===== config.mk =====
export PLATFORM = sky130hd
export DESIGN_NAME = circle_fill_span_generator
export DESIGN_NICKNAME = d
export VERILOG_FILES = /design/src/rtl/cfs_pkg.sv /design/src/rtl/cfs_csr.sv /design/src/rtl/cfs_sqrt_step.sv /design/src/rtl/cfs_addr_unit.sv /design/src/rtl/circle_fill_span_generator.sv
export VERILOG_INCLUDE_DIRS = /design/src /design/src/rtl
export SDC_FILE = /design/constraint.sdc
export NUM_CORES = 1
export LEC_CHECK = 0
export BUFFER_PORTS_ARGS = -buffer_cell sky130_fd_sc_hd__buf_2
export CORE_MARGIN = 2
export CORE_UTILIZATION = 35
export CTS_BUF_LIST = sky130_fd_sc_hd__clkbuf_4
export DETAILED_ROUTE_END_ITERATION = 8
export PLACE_DENSITY = 0.61
export SLEW_MARGIN = 10
export SYNTH_ARGS = -nofsm -noshare
export SYNTH_HDL_FRONTEND = slang
export SYNTH_SLANG_ARGS = --single-unit

===== constraint.sdc =====
create_clock -name clock -period 20.2 [get_ports clock]
set_clock_uncertainty 0.1 [all_clocks]
set_input_delay 3.03 -clock clock [delete_from_list [all_inputs] [get_ports clock]]
set_output_delay 3.03 -clock clock [all_outputs]
set_load 0.01 [all_outputs]

===== src/rtl/circle_fill_span_generator_macros.svh =====
// assertion helpers used by the top level rtl module
`ifndef CIRCLE_FILL_SPAN_GENERATOR_MACROS_SVH
`define CIRCLE_FILL_SPAN_GENERATOR_MACROS_SVH

// same-cycle implication
`define CFS_ASSERT_SAME(name, clk, rst, ante, cons, msg) \
   name: assert property (@(posedge clk) disable iff (rst) (ante) |-> (cons)) \
      else $error(msg);

// next-cycle implication
`define CFS_ASSERT_NEXT(name, clk, rst, ante, cons, msg) \
   name: assert property (@(posedge clk) disable iff (rst) (ante) |=> (cons)) \
      else $error(msg);

`endif


===== src/rtl/cfs_pkg.sv =====
package cfs_pkg;

   // field widths
   localparam int CENTER_W   = 12;
   localparam int RADIUS_W   = 7;
   localparam int COLOR_W    = 32;
   localparam int ROW_W      = 14;
   localparam int X_W        = 13;
   localparam int ADDR_W     = 32;
   localparam int PITCH_W    = 16;

   // stream widths, padded to whole bytes
   localparam int REQ_TDATA_W = 64;
   localparam int RSP_TDATA_W = 152;

   // configuration port
   localparam int CSR_IDX_W  = 1;
   localparam int CSR_DATA_W = 32;

   localparam logic [CSR_IDX_W-1:0] CSR_FRAME_BASE = 1'b0;
   localparam logic [CSR_IDX_W-1:0] CSR_LINE_PITCH = 1'b1;

   localparam logic [ADDR_W-1:0]  FRAME_BASE_RST = '0;
   localparam logic [PITCH_W-1:0] LINE_PITCH_RST = 16'd4096;

   // parameter defaults
   localparam int MAX_RADIUS_DEF      = 64;
   localparam int BYTES_PER_PIXEL_DEF = 4;

   typedef struct packed {
      logic [ADDR_W-1:0]  frame_base;
      logic [PITCH_W-1:0] line_pitch;
   } csr_type;

   typedef enum logic [2:0] {
      ST_IDLE,
      ST_ADVANCE,
      ST_SEARCH,
      ST_ADDR_LO,
      ST_ADDR_HI,
      ST_EMIT
   } state_type;

endpackage


===== src/rtl/cfs_csr.sv =====
module cfs_csr
   import cfs_pkg::*;
(
   input  logic                  clock,
   input  logic                  reset,
   input  logic                  csr_wr_en,
   input  logic [CSR_IDX_W-1:0]  csr_index,
   input  logic [CSR_DATA_W-1:0] csr_wdata,
   output csr_type               csr
);

   csr_type csr_ff;

   always_ff @(posedge clock) begin
      if (reset) begin
         csr_ff.frame_base <= FRAME_BASE_RST;
         csr_ff.line_pitch <= LINE_PITCH_RST;
      end else if (csr_wr_en) begin
         case (csr_index)
            CSR_FRAME_BASE: csr_ff.frame_base <= csr_wdata[ADDR_W-1:0];
            CSR_LINE_PITCH: csr_ff.line_pitch <= csr_wdata[PITCH_W-1:0];
            default: ;
         endcase
      end
   end

   assign csr = csr_ff;

endmodule


===== src/rtl/cfs_sqrt_step.sv =====
module cfs_sqrt_step
   import cfs_pkg::*;
#(
   parameter int RW = 7,
   parameter int VW = 13
)
(
   input  logic [RW-1:0] w,
   input  logic [VW-1:0] sq,
   input  logic [VW-1:0] v,
   output logic          fit,
   output logic [RW-1:0] w_next,
   output logic [VW-1:0] sq_next
);

   // sq holds (w+1)^2; one more step is taken while it still fits under v
   assign fit     = (sq <= v);
   assign w_next  = w + RW'(1);
   assign sq_next = sq + (VW'(w) << 1) + VW'(3);

endmodule


===== src/rtl/cfs_addr_unit.sv =====
module cfs_addr_unit
   import cfs_pkg::*;
#(
   parameter int BYTES_PER_PIXEL = BYTES_PER_PIXEL_DEF
)
(
   input  csr_type                 csr,
   input  logic signed [ROW_W-1:0] row,
   input  logic signed [X_W-1:0]   x,
   output logic [ADDR_W-1:0]       addr
);

   logic [ADDR_W-1:0] row_ext;
   logic [ADDR_W-1:0] x_ext;
   logic [ADDR_W-1:0] row_term;
   logic [ADDR_W-1:0] x_term;

   // two's complement wrap at 32 bits
   assign row_ext  = {{(ADDR_W-ROW_W){row[ROW_W-1]}}, row};
   assign x_ext    = {{(ADDR_W-X_W){x[X_W-1]}}, x};
   assign row_term = row_ext * {{(ADDR_W-PITCH_W){1'b0}}, csr.line_pitch};
   assign x_term   = x_ext * ADDR_W'(BYTES_PER_PIXEL);
   assign addr     = csr.frame_base + row_term + x_term;

endmodule


===== src/rtl/circle_fill_span_generator.sv =====
// channel  | dir | ports                              | contents
// req      | in  | req_tvalid req_tready req_tdata    | one circle request
// rsp      | out | rsp_tvalid rsp_tready rsp_tdata    | one span pair, tlast on final pair
//          |     | rsp_tlast                          |
// csr      | in  | csr_wr_en csr_index csr_wdata      | frame_base, line_pitch writes
//
// a request is loaded, then each row runs advance, a search that steps the half
// width up while it fits, the lower and upper address passes and emit; the half
// width increments total r over the circle
// the incremental square root search runs in one shared step unit, and each row
// makes two passes through the shared address multiplier
// a zero radius request is absorbed in its transfer cycle, ready again next cycle
// reset is synchronous, active high; it clears the sequencer, d, w, r and last_ff
// rsp stalls hold the span pair and the whole sequencer; req_tready is low meanwhile
`include "circle_fill_span_generator_macros.svh"

module circle_fill_span_generator
   import cfs_pkg::*;
#(
   parameter int MAX_RADIUS      = MAX_RADIUS_DEF,
   parameter int BYTES_PER_PIXEL = BYTES_PER_PIXEL_DEF
)
(
   input  logic                   clock,
   input  logic                   reset,

   input  logic                   req_tvalid,
   output logic                   req_tready,
   // center_x[11:0], center_y[23:12], radius[30:24], color[62:31], zero pad
   input  logic [REQ_TDATA_W-1:0] req_tdata,

   output logic                   rsp_tvalid,
   input  logic                   rsp_tready,
   // row_lower[13:0], row_upper[27:14], x_left[40:28], x_right[53:41],
   // addr_lower[85:54], addr_upper[117:86], span_color[149:118], zero pad
   output logic [RSP_TDATA_W-1:0] rsp_tdata,
   output logic                   rsp_tlast,

   input  logic                   csr_wr_en,
   input  logic [CSR_IDX_W-1:0]   csr_index,
   input  logic [CSR_DATA_W-1:0]  csr_wdata
);

   // width of row offset, radius and half width
   localparam int RW = $clog2(MAX_RADIUS + 1);
   // width of the radicand and of the running square (w+1)^2, up to (r+1)^2
   localparam int VW = $clog2((MAX_RADIUS + 1) * (MAX_RADIUS + 1) + 1);

   // request fields
   logic [CENTER_W-1:0] req_center_x;
   logic [CENTER_W-1:0] req_center_y;
   logic [RADIUS_W-1:0] req_radius;
   logic [COLOR_W-1:0]  req_color;
   logic [RW-1:0]       req_radius_sat;

   assign req_center_x = req_tdata[11:0];
   assign req_center_y = req_tdata[23:12];
   assign req_radius   = req_tdata[30:24];
   assign req_color    = req_tdata[62:31];

   // radius saturates to the largest supported value
   assign req_radius_sat = (req_radius > RADIUS_W'(MAX_RADIUS)) ? RW'(MAX_RADIUS)
                                                                : RW'(req_radius);

   // sequencer and iteration state
   state_type state_ff, state_in;

   logic [RW-1:0]       d_ff, d_in;       // row offset of the pair in work
   logic [RW-1:0]       w_ff, w_in;       // half width found so far
   logic [VW-1:0]       sq_ff, sq_in;     // (w+1)^2
   logic [VW-1:0]       v_ff, v_in;       // 2*r*d - d*d
   logic [RW-1:0]       r_ff, r_in;
   logic [CENTER_W-1:0] cx_ff, cx_in;
   logic [CENTER_W-1:0] cy_ff, cy_in;
   logic [COLOR_W-1:0]  color_ff, color_in;

   // output register
   logic signed [ROW_W-1:0] row_lower_ff, row_lower_in;
   logic signed [ROW_W-1:0] row_upper_ff, row_upper_in;
   logic signed [X_W-1:0]   x_left_ff, x_left_in;
   logic [X_W-1:0]          x_right_ff, x_right_in;
   logic [ADDR_W-1:0]       addr_lower_ff, addr_lower_in;
   logic [ADDR_W-1:0]       addr_upper_ff, addr_upper_in;
   logic [COLOR_W-1:0]      span_color_ff, span_color_in;
   logic                    last_ff, last_in;

   // control decoded from the state
   logic req_xfer;
   logic rsp_xfer;
   logic do_load;
   logic do_advance;
   logic do_grow;
   logic do_store_lo;
   logic do_store_hi;

   // shared units
   csr_type                 csr;
   logic                    step_fit;
   logic [RW-1:0]           step_w_next;
   logic [VW-1:0]           step_sq_next;
   logic signed [ROW_W-1:0] row_lower;
   logic signed [ROW_W-1:0] row_upper;
   logic signed [X_W-1:0]   x_left;
   logic [X_W-1:0]          x_right;
   logic signed [ROW_W-1:0] mul_row;
   logic [ADDR_W-1:0]       mul_addr;
   logic [VW-1:0]           v_delta;
   logic                    final_row;

   cfs_csr u_csr (
      .clock     (clock),
      .reset     (reset),
      .csr_wr_en (csr_wr_en),
      .csr_index (csr_index),
      .csr_wdata (csr_wdata),
      .csr       (csr)
   );

   cfs_sqrt_step #(
      .RW (RW),
      .VW (VW)
   ) u_sqrt_step (
      .w       (w_ff),
      .sq      (sq_ff),
      .v       (v_ff),
      .fit     (step_fit),
      .w_next  (step_w_next),
      .sq_next (step_sq_next)
   );

   // lower row goes through the multiplier first, upper row next cycle
   assign mul_row = (state_ff == ST_ADDR_LO) ? row_lower : row_upper;

   cfs_addr_unit #(
      .BYTES_PER_PIXEL (BYTES_PER_PIXEL)
   ) u_addr_unit (
      .csr  (csr),
      .row  (mul_row),
      .x    (x_left),
      .addr (mul_addr)
   );

   // span geometry of the current pair
   assign row_lower = ROW_W'(cy_ff) + ROW_W'(r_ff) - ROW_W'(d_ff);
   assign row_upper = ROW_W'(cy_ff) - ROW_W'(r_ff) + ROW_W'(d_ff);
   assign x_left    = X_W'(cx_ff) - X_W'(w_ff);
   assign x_right   = X_W'(cx_ff) + X_W'(w_ff);
   assign final_row = (d_ff == r_ff);

   // v(d) - v(d-1) = 2*(r - (d-1)) - 1, taken before d steps up
   assign v_delta = (VW'(r_ff - d_ff) << 1) - VW'(1);

   assign req_xfer = req_tvalid && req_tready;
   assign rsp_xfer = rsp_tvalid && rsp_tready;

   // next state
   always_comb begin
      state_in = state_ff;
      case (state_ff)
         ST_IDLE: begin
            if (req_xfer && (req_radius_sat != '0)) begin
               state_in = ST_ADVANCE;
            end
         end
         ST_ADVANCE: begin
            state_in = ST_SEARCH;
         end
         ST_SEARCH: begin
            // the half width never shrinks while d climbs to r
            if (!step_fit) begin
               state_in = ST_ADDR_LO;
            end
         end
         ST_ADDR_LO: begin
            state_in = ST_ADDR_HI;
         end
         ST_ADDR_HI: begin
            state_in = ST_EMIT;
         end
         ST_EMIT: begin
            if (rsp_tready) begin
               state_in = last_ff ? ST_IDLE : ST_ADVANCE;
            end
         end
         default: begin
            state_in = ST_IDLE;
         end
      endcase
   end

   // state outputs
   always_comb begin
      req_tready  = 1'b0;
      rsp_tvalid  = 1'b0;
      do_advance  = 1'b0;
      do_grow     = 1'b0;
      do_store_lo = 1'b0;
      do_store_hi = 1'b0;
      case (state_ff)
         ST_IDLE:    req_tready  = 1'b1;
         ST_ADVANCE: do_advance  = 1'b1;
         ST_SEARCH:  do_grow     = step_fit;
         ST_ADDR_LO: do_store_lo = 1'b1;
         ST_ADDR_HI: do_store_hi = 1'b1;
         ST_EMIT:    rsp_tvalid  = 1'b1;
         default: ;
      endcase
   end

   assign do_load = req_xfer;

   // iteration datapath
   always_comb begin
      d_in     = d_ff;
      w_in     = w_ff;
      sq_in    = sq_ff;
      v_in     = v_ff;
      r_in     = r_ff;
      cx_in    = cx_ff;
      cy_in    = cy_ff;
      color_in = color_ff;
      if (do_load) begin
         d_in     = '0;
         w_in     = '0;
         sq_in    = VW'(1);
         v_in     = '0;
         r_in     = req_radius_sat;
         cx_in    = req_center_x;
         cy_in    = req_center_y;
         color_in = req_color;
      end
      if (do_advance) begin
         d_in = d_ff + RW'(1);
         v_in = v_ff + v_delta;
      end
      if (do_grow) begin
         w_in  = step_w_next;
         sq_in = step_sq_next;
      end
   end

   // output register loads
   always_comb begin
      row_lower_in  = row_lower_ff;
      row_upper_in  = row_upper_ff;
      x_left_in     = x_left_ff;
      x_right_in    = x_right_ff;
      addr_lower_in = addr_lower_ff;
      addr_upper_in = addr_upper_ff;
      span_color_in = span_color_ff;
      last_in       = last_ff;
      if (do_store_lo) begin
         addr_lower_in = mul_addr;
      end
      if (do_store_hi) begin
         addr_upper_in = mul_addr;
         row_lower_in  = row_lower;
         row_upper_in  = row_upper;
         x_left_in     = x_left;
         x_right_in    = x_right;
         span_color_in = color_ff;
         last_in       = final_row;
      end
   end

   always_ff @(posedge clock) begin
      if (reset) begin
         state_ff <= ST_IDLE;
         d_ff     <= '0;
         w_ff     <= '0;
         r_ff     <= '0;
         last_ff  <= 1'b0;
      end else begin
         state_ff <= state_in;
         d_ff     <= d_in;
         w_ff     <= w_in;
         r_ff     <= r_in;
         last_ff  <= last_in;
      end
   end

   // payload, no reset
   always_ff @(posedge clock) begin
      sq_ff         <= sq_in;
      v_ff          <= v_in;
      cx_ff         <= cx_in;
      cy_ff         <= cy_in;
      color_ff      <= color_in;
      row_lower_ff  <= row_lower_in;
      row_upper_ff  <= row_upper_in;
      x_left_ff     <= x_left_in;
      x_right_ff    <= x_right_in;
      addr_lower_ff <= addr_lower_in;
      addr_upper_ff <= addr_upper_in;
      span_color_ff <= span_color_in;
   end

   assign rsp_tdata = {2'b00, span_color_ff, addr_upper_ff, addr_lower_ff,
                       x_right_ff, x_left_ff, row_upper_ff, row_lower_ff};
   assign rsp_tlast = last_ff;

   // one side at a time: no request taken while a span pair is offered
   `CFS_ASSERT_SAME(a_one_side, clock, reset, rsp_tvalid, !req_tready, "req ready during rsp")

   // an offered half width is the floor root: (w+1)^2 is above the radicand
   `CFS_ASSERT_SAME(a_root_done, clock, reset, rsp_tvalid, sq_ff > v_ff, "half width not settled")

   // the final pair is marked exactly when the row offset reaches the radius
   `CFS_ASSERT_SAME(a_last_row, clock, reset, rsp_tvalid, rsp_tlast == final_row, "tlast mismatch")

   // a zero radius request yields nothing and frees the input again
   `CFS_ASSERT_NEXT(a_zero_radius, clock, reset, req_xfer && (req_radius == '0),
      req_tready && !rsp_tvalid, "zero radius not absorbed")

endmodule


Word-level counts from Yosys, hierarchy flattened

Cells that the tools add are included.
W data, S select, Z words.

$lt $le $gt $ge: 2
Multipliers: 1
Eq/ne operators: 9
Add/sub/neg operators: 15
Muxes and demuxes: 20
Reductions and logical operators: 9
Bitwise operators: 1

Operators with widths:

| kind                    | number |
|---|---|
| $add A32 B32 Y32        | 2 |
| $mux W13                | 4 |
| $mul A14 B17 Y31        | 1 |
| $mux W7                 | 4 |
| $add A12 B7 Y13         | 2 |
| $sub A12 B7 Y13         | 2 |
| $pmux W3 S6             | 1 |
| $add A13 B8 Y14         | 1 |
| $add A7 B1 Y7 const B   | 2 |
| $mux W14                | 1 |
| $sub A13 B7 Y14         | 1 |
| $add A13 B13 Y13        | 1 |
| $add A13 B2 Y13 const B | 1 |
| $add A13 B8 Y13         | 1 |
| $le A13 B13 Y1          | 1 |
| $sub A9 B2 Y10 const B  | 1 |
| $mux W3                 | 3 |
| $sub A7 B7 Y8           | 1 |
| $eq A7 B7 Y1            | 1 |
| $gt A7 B7 Y1 const B    | 1 |
| $mux W1                 | 7 |
| $reduce_bool A7 Y1      | 1 |
| $eq A3 B2 Y1 const B    | 2 |
| $eq A3 B3 Y1 const B    | 2 |
| 8 further kinds         | 13 |

Register bits after elaboration: 305
Bits of input ports: 102
Word-level logic and storage cells: 76

Depth between registers and ports, before layout

Gate-level depths: netlist (run 1).

Depth in word-level cells: 6
Mapped depth: 45
Mapped depth without buffers: 44

Hierarchy

A second synthesis (run 1) with hierarchy kept.

Cells, all modules: 2345
Area total of the unflattened synthesis: 24682.4 µm²

Modules (own cells, without submodules):

| module                     | area each (µm²) | cells an instance | times used |
|---|---|---|---|
| circle_fill_span_generator | 11730.0         | 874               | 1 |
| cfs_addr_unit              | 9972.1          | 1157              | 1 |
| cfs_csr                    | 2063.2          | 195               | 1 |
| cfs_sqrt_step              | 917.1           | 119               | 1 |

Worst setup path after synthesis (run 1)

Ideal clock, no wire load.

Path kind: reg2reg
Start point: reg cy_ff[0]
End point: reg addr_lower_ff[25] (data pin)
Stages on the path, launching flop included: 43
Clock period less this slack: 10.741 ns
Path slack: 9.459 ns
Library setup time: 0.140 ns
Data arrival time: 10.502 ns
Path through: edfxtp_1 -> inv_1 -> ha_1 -> fa_1 -> nor2b_1 -> o31a_1 -> a21oi_1 -> ha_1 -> a21oi_1 -> o21ai_0 -> a221oi_1 -> a211oi_2 -> a31o_2 -> clkbuf_1 -> a32o_1 -> a211oi_1 -> fa_1 -> fa_1 -> [7 not listed] -> ha_1 -> and3_1 -> o211ai_1 -> o21bai_1 -> nor2b_1 -> o21bai_1 -> a21oi_1 -> xnor2_1 -> fa_1 -> ha_1 -> a21oi_1 -> o21ai_0 -> o221a_2 -> o21a_1 -> o311ai_1 -> nand2_1 -> a2111o_1 -> nand3_1

Word-level cells in the longest chain between the ends: 6
Elaborated cells on any way between the ends: 8

Ends and longest elaborated chain:

| element                                            | RTL line                                                             | text |
|---|---|---|
| start: declaration                                 | circle_fill_span_generator.sv:74                                     | `logic [CENTER_W-1:0] cy_ff, cy_in;` |
| start signal: assignment                           | circle_fill_span_generator.sv:287                                    | `cy_ff <= cy_in;` |
| $sub A12 B7 Y13 or $add A12 B7 Y13 (tied branches) | circle_fill_span_generator.sv:145, circle_fill_span_generator.sv:144 |  |
| $add A13 B8 Y14 or $sub A13 B7 Y14 (tied branches) | circle_fill_span_generator.sv:145, circle_fill_span_generator.sv:144 |  |
| $mux W14 *                                         | circle_fill_span_generator.sv:132                                    | `assign mul_row = (state_ff == ST_ADDR_LO) ? row_lower : row_upper;` |
| $mul A14 B17 Y31 *                                 | cfs_addr_unit.sv:21                                                  | `assign row_term = row_ext * {{(ADDR_W-PITCH_W){1'b0}}, csr.line_pitch};` |
| $add A32 B32 Y32 * (2 in series)                   | cfs_addr_unit.sv:23                                                  | `assign addr = csr.frame_base + row_term + x_term;` |
| via mul_addr[25]                                   | circle_fill_span_generator.sv:106                                    | `logic [ADDR_W-1:0] mul_addr;` |
| end signal: assignment                             | circle_fill_span_generator.sv:293                                    | `addr_lower_ff <= addr_lower_in;` |
| end: declaration                                   | circle_fill_span_generator.sv:82                                     | `logic [ADDR_W-1:0] addr_lower_ff, addr_lower_in;` |

The timed path passes the listed nets; every way through them passes the cells marked *.
A chain may end at the register's enable or synchronous reset.

Worst setup path in the final report (run 1)

Start point: reg cy_ff[0]
End point: reg addr_upper_ff[29] (data pin)

Word-level cells in the longest chain between the ends: 6
Elaborated cells on any way between the ends: 8

Ends and longest elaborated chain:

| element                        | RTL line                          | text |
|---|---|---|
| $sub A12 B7 Y13                | circle_fill_span_generator.sv:145 | `assign row_upper = ROW_W'(cy_ff) - ROW_W'(r_ff) + ROW_W'(d_ff);` |
| $add A13 B8 Y14                | circle_fill_span_generator.sv:145 |  |
| via row_upper[13]              | circle_fill_span_generator.sv:102 | `logic signed [ROW_W-1:0] row_upper;` |
| $mux W14                       | circle_fill_span_generator.sv:132 |  |
| $mul A14 B17 Y31               | cfs_addr_unit.sv:21               |  |
| $add A32 B32 Y32 (2 in series) | cfs_addr_unit.sv:23               |  |
| via mul_addr[29]               | circle_fill_span_generator.sv:106 |  |
| end signal: assignment         | circle_fill_span_generator.sv:294 | `addr_upper_ff <= addr_upper_in;` |
| end: declaration               | circle_fill_span_generator.sv:83  | `logic [ADDR_W-1:0] addr_upper_ff, addr_upper_in;` |

The timed path passes the listed nets, and every way through them passes these cells.

==> qor.csv, run 1 <==
stage;metric;value;unit
clock_network;Skew-Pair Late Insertion Delay;0.87;ns
sta;RSZ-0062 raised after global routing;no;
run;maxcap violations;0;
yosys;async set or reset register ratio after synthesis;0;%
placed_design;post-DP HPWL;47.9;mm
placed_design;Routability Congestion;0.857;
critical_path;worst endpoint required time;20.68;ns
sta;period utilisation layout;61.5;%
floorplan;Die Y;270;microns
floorplan;Initial Utilization;35.4;%
route;Post-Route WL;63.5;mm
clock_network;PostCTS Resize Cnt;0;
clock_network;maximum clock insertion buffer count;3;
grt;GRT Residual Overflow;0;
critical_path;Worst path slowest cell;mux2i_2;
yosys;Post-Syn Area;0.0248;sq mm
route;initial DRC count;1312;
critical_path;Crit path depth;42;
critical_path;critical path's top delay family;adder cells;
sta;Max Freq;80.5;MHz
finish;Layout area overhead;13.5;%
critical_path;worst-path fanout max;10;
finish;nets;3294;
clock_network;H-Tree Depth;3;
critical_path;Slowest Stage Delay on Critical Path;0.70;ns
yosys;Syn Area/Cell;9.97;sq um
yosys;Post-Syn Instances;2486;
critical_path;WP data arrival;12.89;ns
route;Pre-antenna DRT Iters;7;
critical_path;CP Capture Type;flip-flop;
min_path;Hold Path Class;reg -> reg;
yosys;Synth Warn #;0;
clock_network;clock sinks;304;
critical_path;Worst Setup Start Kind;flip-flop;
yosys;Seq/Total Area, Yosys;33.9;%
power_and_ir_drop;P per Cell Area;188;mW/mm^2
clock_network;setup bufs post-CTS;0;
critical_path;class of the most critical setup path;reg -> reg;
floorplan;die width;270;microns
placed_design;# port buffers;253;
floorplan;Top Ports;257;
clock_network;CTS tree;yes;
grt;first-pass GRT wire length;100;mm
sta;pins over their slew limit;0;
power_and_ir_drop;peak supply drop;0.166;mV
grt;largest net degree at the start of global routing;75;
sta;final hold violation count;0;
floorplan;Core ar.;0.0700;sq mm
route;Metal-1 WL;30.7;mm
route;drt via density;4.95;
sta;fin crit period;12.42;ns
clock_network;CTS Root Cell;clkbuf_4;
status;status;finished, final reports clean;
yosys;Synth Register Bits;304;
finish;share of layout cells above drive strength 1;15.7;%
clock_network;cts bufs inserted;83;
route;met2 WL;27.8;mm
route;DRC viols;0;
route;WL met3;3.84;mm
grt;antenna violations before repair;2;
route;post-route ant nets;0;
route;Routed WL per cell;16.9;microns
route;Top Metal Used;met4;
sta;relative slew slack;30.9;%
critical_path;WP buf/inv;5;
yosys;EDFF count, synth;231;
finish;commonest cells after routing, fill and taps aside;inv_1, nand2_1, buf_2;
sta;final worst slack;7.78;ns
placed_design;pre-CTS setup slack;7.67;ns
min_path;hold depth;0;
yosys;synth unique cells;83;
floorplan;num rows;97;
critical_path;CP most frequent cell;fa_1;
sta;setup_tns;0;ns
sta;Final Setup Violations;0;
clock_network;CTS Hold Buffers Added;0;
finish;most common cell after layout, fill and taps aside;inv_1;
route;DR vias;18600;
grt;number of global-route vias before repair;18000;
yosys;Post-synth top flop;edfxtp_1;
power_and_ir_drop;leakage;0.0126;uW
critical_path;Worst Reg2Reg Path Length in Cells;42;
clock_network;clock-pin slew on the worst setup and hold paths;0.06;ns
grt;GRT Resource Usage Total;17.3;%
sta;Slew @ Worst Pin;1.02;ns
floorplan;Die ar.;0.0730;sq mm
-- worst paths after layout --
| kind | startpoint | to | slack [ns] |
|---|---|---|---|
| worst max-delay path | cy_ff[0] | addr_upper_ff[29] | 7.78 |
| worst min-delay path | color_ff[2] | span_color_ff[2] | 0.28 |
| worst max register to register | cy_ff[0] | addr_upper_ff[29] | 7.78 |
| worst min register to register | color_ff[2] | span_color_ff[2] | 0.28 |
-- flip-flops by register name, indices dropped and copies added (netlist names) --
signal	cells
cx_ff	12
r_ff	7
state_ff	3
rsp_tlast	1
d_ff	7
v_ff	13
color_ff	32
addr_lower_ff	32
row_lower_ff	14
addr_upper_ff	32
x_right_ff	12
sq_ff	13
row_upper_ff	14
cy_ff	12
w_ff	7
x_left_ff	13
span_color_ff	32
u_csr.csr	48
-- area by class of cell --
class | instances | area (sq um)
Clock inverter | 27 | 238
Antenna cell | 6 | 15.0
Timing Repair Buffer | 273 | 1420
Sequential cell | 304 | 8400
Tap cell | 940 | 1180
Clock buffer | 119 | 893
Fill cell | 6955 | 41900
Multi-Input combinational cell | 1761 | 14800
Inverter | 319 | 1200
-- worst reg2reg max path, delay by kind of cell (launching register included) --
family                   cells  cell delay (ns)
flip-flops                   1             0.39
AND/OR/NAND/NOR              8             1.22
adder cells (fa/ha/maj)     12             5.24
AO/OA/AOI/OAI               15             3.76
buffers and inverters        5             0.59
XOR/XNOR                     1             0.18
multiplexers                 1             0.71
-- cells by family after synthesis --
family,share of synthesized area [%]
compound gates,11.6
fa+ha+maj,29.1
mux,0.535
simple gates,14.3
flops,33.9
buf+inv,6.45
other cells,0.0151
xor+xnor,4.13
-- metrics by stage --
| stage | cells | power (uW) | util (%) | cell area, sq um | hold WS, ns |
|---|---|---|---|---|---|
| 2_1_floorplan | 2487 | 3760 | - | 24800 | 0.300 |
| 3_3_place_gp | 3597 | 4640 | 38.5 | 27000 | 0.300 |
| 3_5_place_dp | 3597 | 4670 | 38.5 | 27000 | 0.305 |
| 4_1_cts | 3743 | 5310 | 40.2 | 28100 | 0.266 |
| 5_1_grt | 3744 | 5820 | 40.2 | 28100 | 0.289 |
| 6_report | 3749 | 5290 | 40.2 | 28100 | 0.284 |
-- power by group --
group / total [uW] / switching, uW / internal [uW]
sequential: 1090 / 74.0 / 1010
clock: 602 / 277 / 325
combinational: 3600 / 2210 / 1390
-- layer usage --
metal  vias up  track usage [%]
li1       9036                -
met3        80             2.98
met1      8886             25.1
met2       550             26.5
met4         0             4.44
met5         -                0
-- cell usage after synthesis (all sizes together) (5+ instances only) --
cell / instances / area (sq um)
clkbuf: 79 / 297
nand3b: 10 / 75.1
xnor2: 76 / 673
xor2: 40 / 350
a21o: 39 / 293
mux2: 7 / 78.8
o21a: 34 / 255
inv: 316 / 1190
fa: 210 / 4200
or4: 5 / 41.3
nand2: 299 / 1120
edfxtp: 231 / 6940
dfxtp: 73 / 1460
nor2: 99 / 372
ha: 240 / 3000
a32oi: 10 / 87.6
or2: 8 / 50.1
nand3: 86 / 430
nor3: 42 / 210
and3: 34 / 213
nor2b: 38 / 238
a211o: 6 / 52.6
or3: 17 / 106
o2111ai: 7 / 61.3
o31a: 7 / 61.3
mux2i: 5 / 53.8
o311ai: 6 / 52.6
o21bai: 13 / 97.6
nand4: 10 / 62.6
nor4: 6 / 37.5
nand2b: 24 / 150
o211ai: 13 / 97.6
a32o: 9 / 90.1
a21oi: 152 / 761
and2: 52 / 325
a211oi: 18 / 140
a21boi: 6 / 45.1
nor3b: 6 / 45.0
a31oi: 9 / 56.3
o21ai: 70 / 362
buf: 24 / 105
No activity file was read; power rests on OpenSTA's default activity.
==> inputs of run 2 (changes only) <==
- PLACE_DENSITY: 0.61 -> 0.63
- clock period: 20.2 -> 10.7 ns (I/O delays scaled with it)
==> run 2 against run 1 <==
Register-to-register slack got worse by 7.5 ns. Cell area grew 7.0%. First-iteration DRC count decreased by 9.4%. Flip-flop and latch count unchanged. Via count up 4.3%. Utilization grew 2.8 points. Worst setup slack worse by 7.5 ns. Hold slack improved by 0.020 ns. Sequential share of layout area fell by 2.0 points. Fmax grew 19%.
==> qor.csv, run 2 (same netlist as run 1, synthesis figures left out) <==
stage;metric;value;unit;change
critical_path;Worst Setup Start Kind;flip-flop;;unchanged
grt;grt peak-use layer;met2;;unchanged
floorplan;Top Ports;257;;unchanged
critical_path;class of the most critical setup path;reg -> reg;;unchanged
clock_network;H-Tree Depth;3;;unchanged
critical_path;worst endpoint required time;11.21;ns;was 20.68 ns
finish;Fillers;6716;;was 6955
floorplan;Die Y;270;microns;unchanged
status;status;finished, final reports clean;;unchanged
placed_design;Routability Congestion;0.848;;was 0.857
clock_network;clock sinks;304;;unchanged
grt;GRT Residual Overflow;0;;unchanged
floorplan;Core ar.;0.0700;sq mm;unchanged
clock_network;Skew-Pair Late Insertion Delay;0.87;ns;about the same
route;initial DRC count;1189;;was 1312
sta;final hold violation count;0;;unchanged
grt;antenna violations before repair;3;;was 2
grt;largest net degree at the start of global routing;75;;unchanged
grt;M3 GR Usage;2.92;%;was 2.98%
clock_network;clock-pin slew on the worst setup and hold paths;0.06;ns;about the same
critical_path;CP Capture Type;flip-flop;;unchanged
placed_design;pre-CTS setup slack;-0.389;ns;was 7.67 ns
sta;Max Freq;96.1;MHz;was 80.5 MHz
clock_network;maximum clock insertion buffer count;3;;unchanged
clock_network;CTS Hold Buffers Added;0;;unchanged
sta;final worst slack;0.298;ns;was 7.78 ns
critical_path;CP most frequent cell;fa_1;;unchanged
route;post-route ant nets;0;;unchanged
grt;M2 GR Usage;28.0;%;was 26.5%
finish;commonest cells after routing, fill and taps aside;inv_1, nand2_1, buf_2;;unchanged
route;DR vias;19300;;was 18600
floorplan;Initial Utilization;35.4;%;unchanged
critical_path;Slowest Stage Delay on Critical Path;0.57;ns;was 0.70 ns
route;drt via density;4.92;;was 4.95
sta;period utilisation layout;97.2;%;was 61.5%
placed_design;# port buffers;253;;unchanged
route;DRC viols;0;;unchanged
clock_network;cts bufs inserted;83;;unchanged
route;Pre-antenna DRT Iters;8;;was 7
critical_path;worst-path fanout max;4;;was 10
floorplan;Die ar.;0.0730;sq mm;unchanged
finish;nets;3483;;was 3294
sta;Slew @ Worst Pin;1.02;ns;about the same
clock_network;CTS tree;yes;;unchanged
finish;max reg flops;48;;unchanged
grt;number of global-route vias before repair;19000;;was 18000
finish;share of layout cells above drive strength 1;23.9;%;was 15.7%
critical_path;Worst path slowest cell;fa_2;;was mux2i_2
grt;first-pass GRT wire length;102;mm;was 100 mm
route;Routed WL per cell;16.5;microns;was 16.9 microns
run;maxcap violations;0;;unchanged
clock_network;CTS Root Cell;clkbuf_4;;unchanged
sta;pins over their slew limit;0;;unchanged
floorplan;die width;270;microns;unchanged
grt;GRT Resource Usage Total;17.5;%;was 17.3%
route;Post-Route WL;64.8;mm;was 63.5 mm
placed_design;post-DP HPWL;50.4;mm;was 47.9 mm
sta;RSZ-0062 raised after global routing;yes;;was no
grt;met1 Usage GRT;24.7;%;was 25.1%
critical_path;WP data arrival;10.91;ns;was 12.89 ns
floorplan;num rows;97;;unchanged
finish;most common cell after layout, fill and taps aside;inv_1;;unchanged
sta;relative slew slack;31.9;%;was 30.9%
min_path;Hold Path Class;reg -> reg;;unchanged
finish;Layout area overhead;21.5;%;was 13.5%
sta;fin crit period;10.40;ns;was 12.42 ns
sta;Final Setup Violations;0;;unchanged
==> run 2: metal layers <==
layer,routed length [microns],vias to the layer above
li1,-,9433
met1,31000,9314
met2,29500,525
met3,3110,73
met4,1190,2
met5,13,-
==> run 2: worst max-delay path, delay by kind of cell (launching register included) <==
kind	cells	cell delay, ns
and+or+nand+nor	13	1.82
xor gates and xnor gates	2	0.30
DFF	1	0.37
adders and majority gates	12	5.00
buffers and inverters	8	0.80
muxes	1	0.30
AOI/OAI and AO/OA	7	1.52
==> run 2: cell type report <==
cell class / instances / area (sq um) / share of cell area (%)
diodes: 4 / 10.0 / 0.0332
clock buffers: 111 / 833 / 2.77
clock inverters: 32 / 183 / 0.607
inverters: 319 / 1200 / 3.98
multi-input cells: 1761 / 15400 / 51.2
flip-flops and latches: 304 / 8400 / 27.9
well taps: 940 / 1180 / 3.91
repair buffers: 462 / 2900 / 9.63
==> run 2: repair_timing <==
item,4_1_cts,5_1_grt
setup endpoints to repair,20,22
pin swaps,8,99
resized for setup,18,117
setup buffers,1,11
==> run 2: worst paths after layout <==
check	from	endpoint	slack (ns)	cells after the start
max	cy_ff[0]	addr_upper_ff[31]	0.30	43
min	color_ff[27]	span_color_ff[27]	0.30	0
max reg2reg	cy_ff[0]	addr_upper_ff[31]	0.30	43
min reg2reg	color_ff[27]	span_color_ff[27]	0.30	0
==> run 2: through the flow <==
step / TNS (ns) / instance area [sq um] / cells / hold WS [ns] / util (%)
after floorplan: 0 / 24800 / 2487 / 0.300 / -
after global placement: -3.54 / 28400 / 3774 / 0.301 / 40.5
after detailed placement: -4.35 / 28400 / 3774 / 0.305 / 40.5
after CTS: 0 / 29500 / 3918 / 0.294 / 42.1
after global routing: -0.854 / 30100 / 3932 / 0.307 / 43.0
final: 0 / 30100 / 3933 / 0.305 / 43.0
Power of run 2 is left out: the tool's default activity adds up to more than one toggle a clock period on the data nets, which glitch-free logic cannot reach.
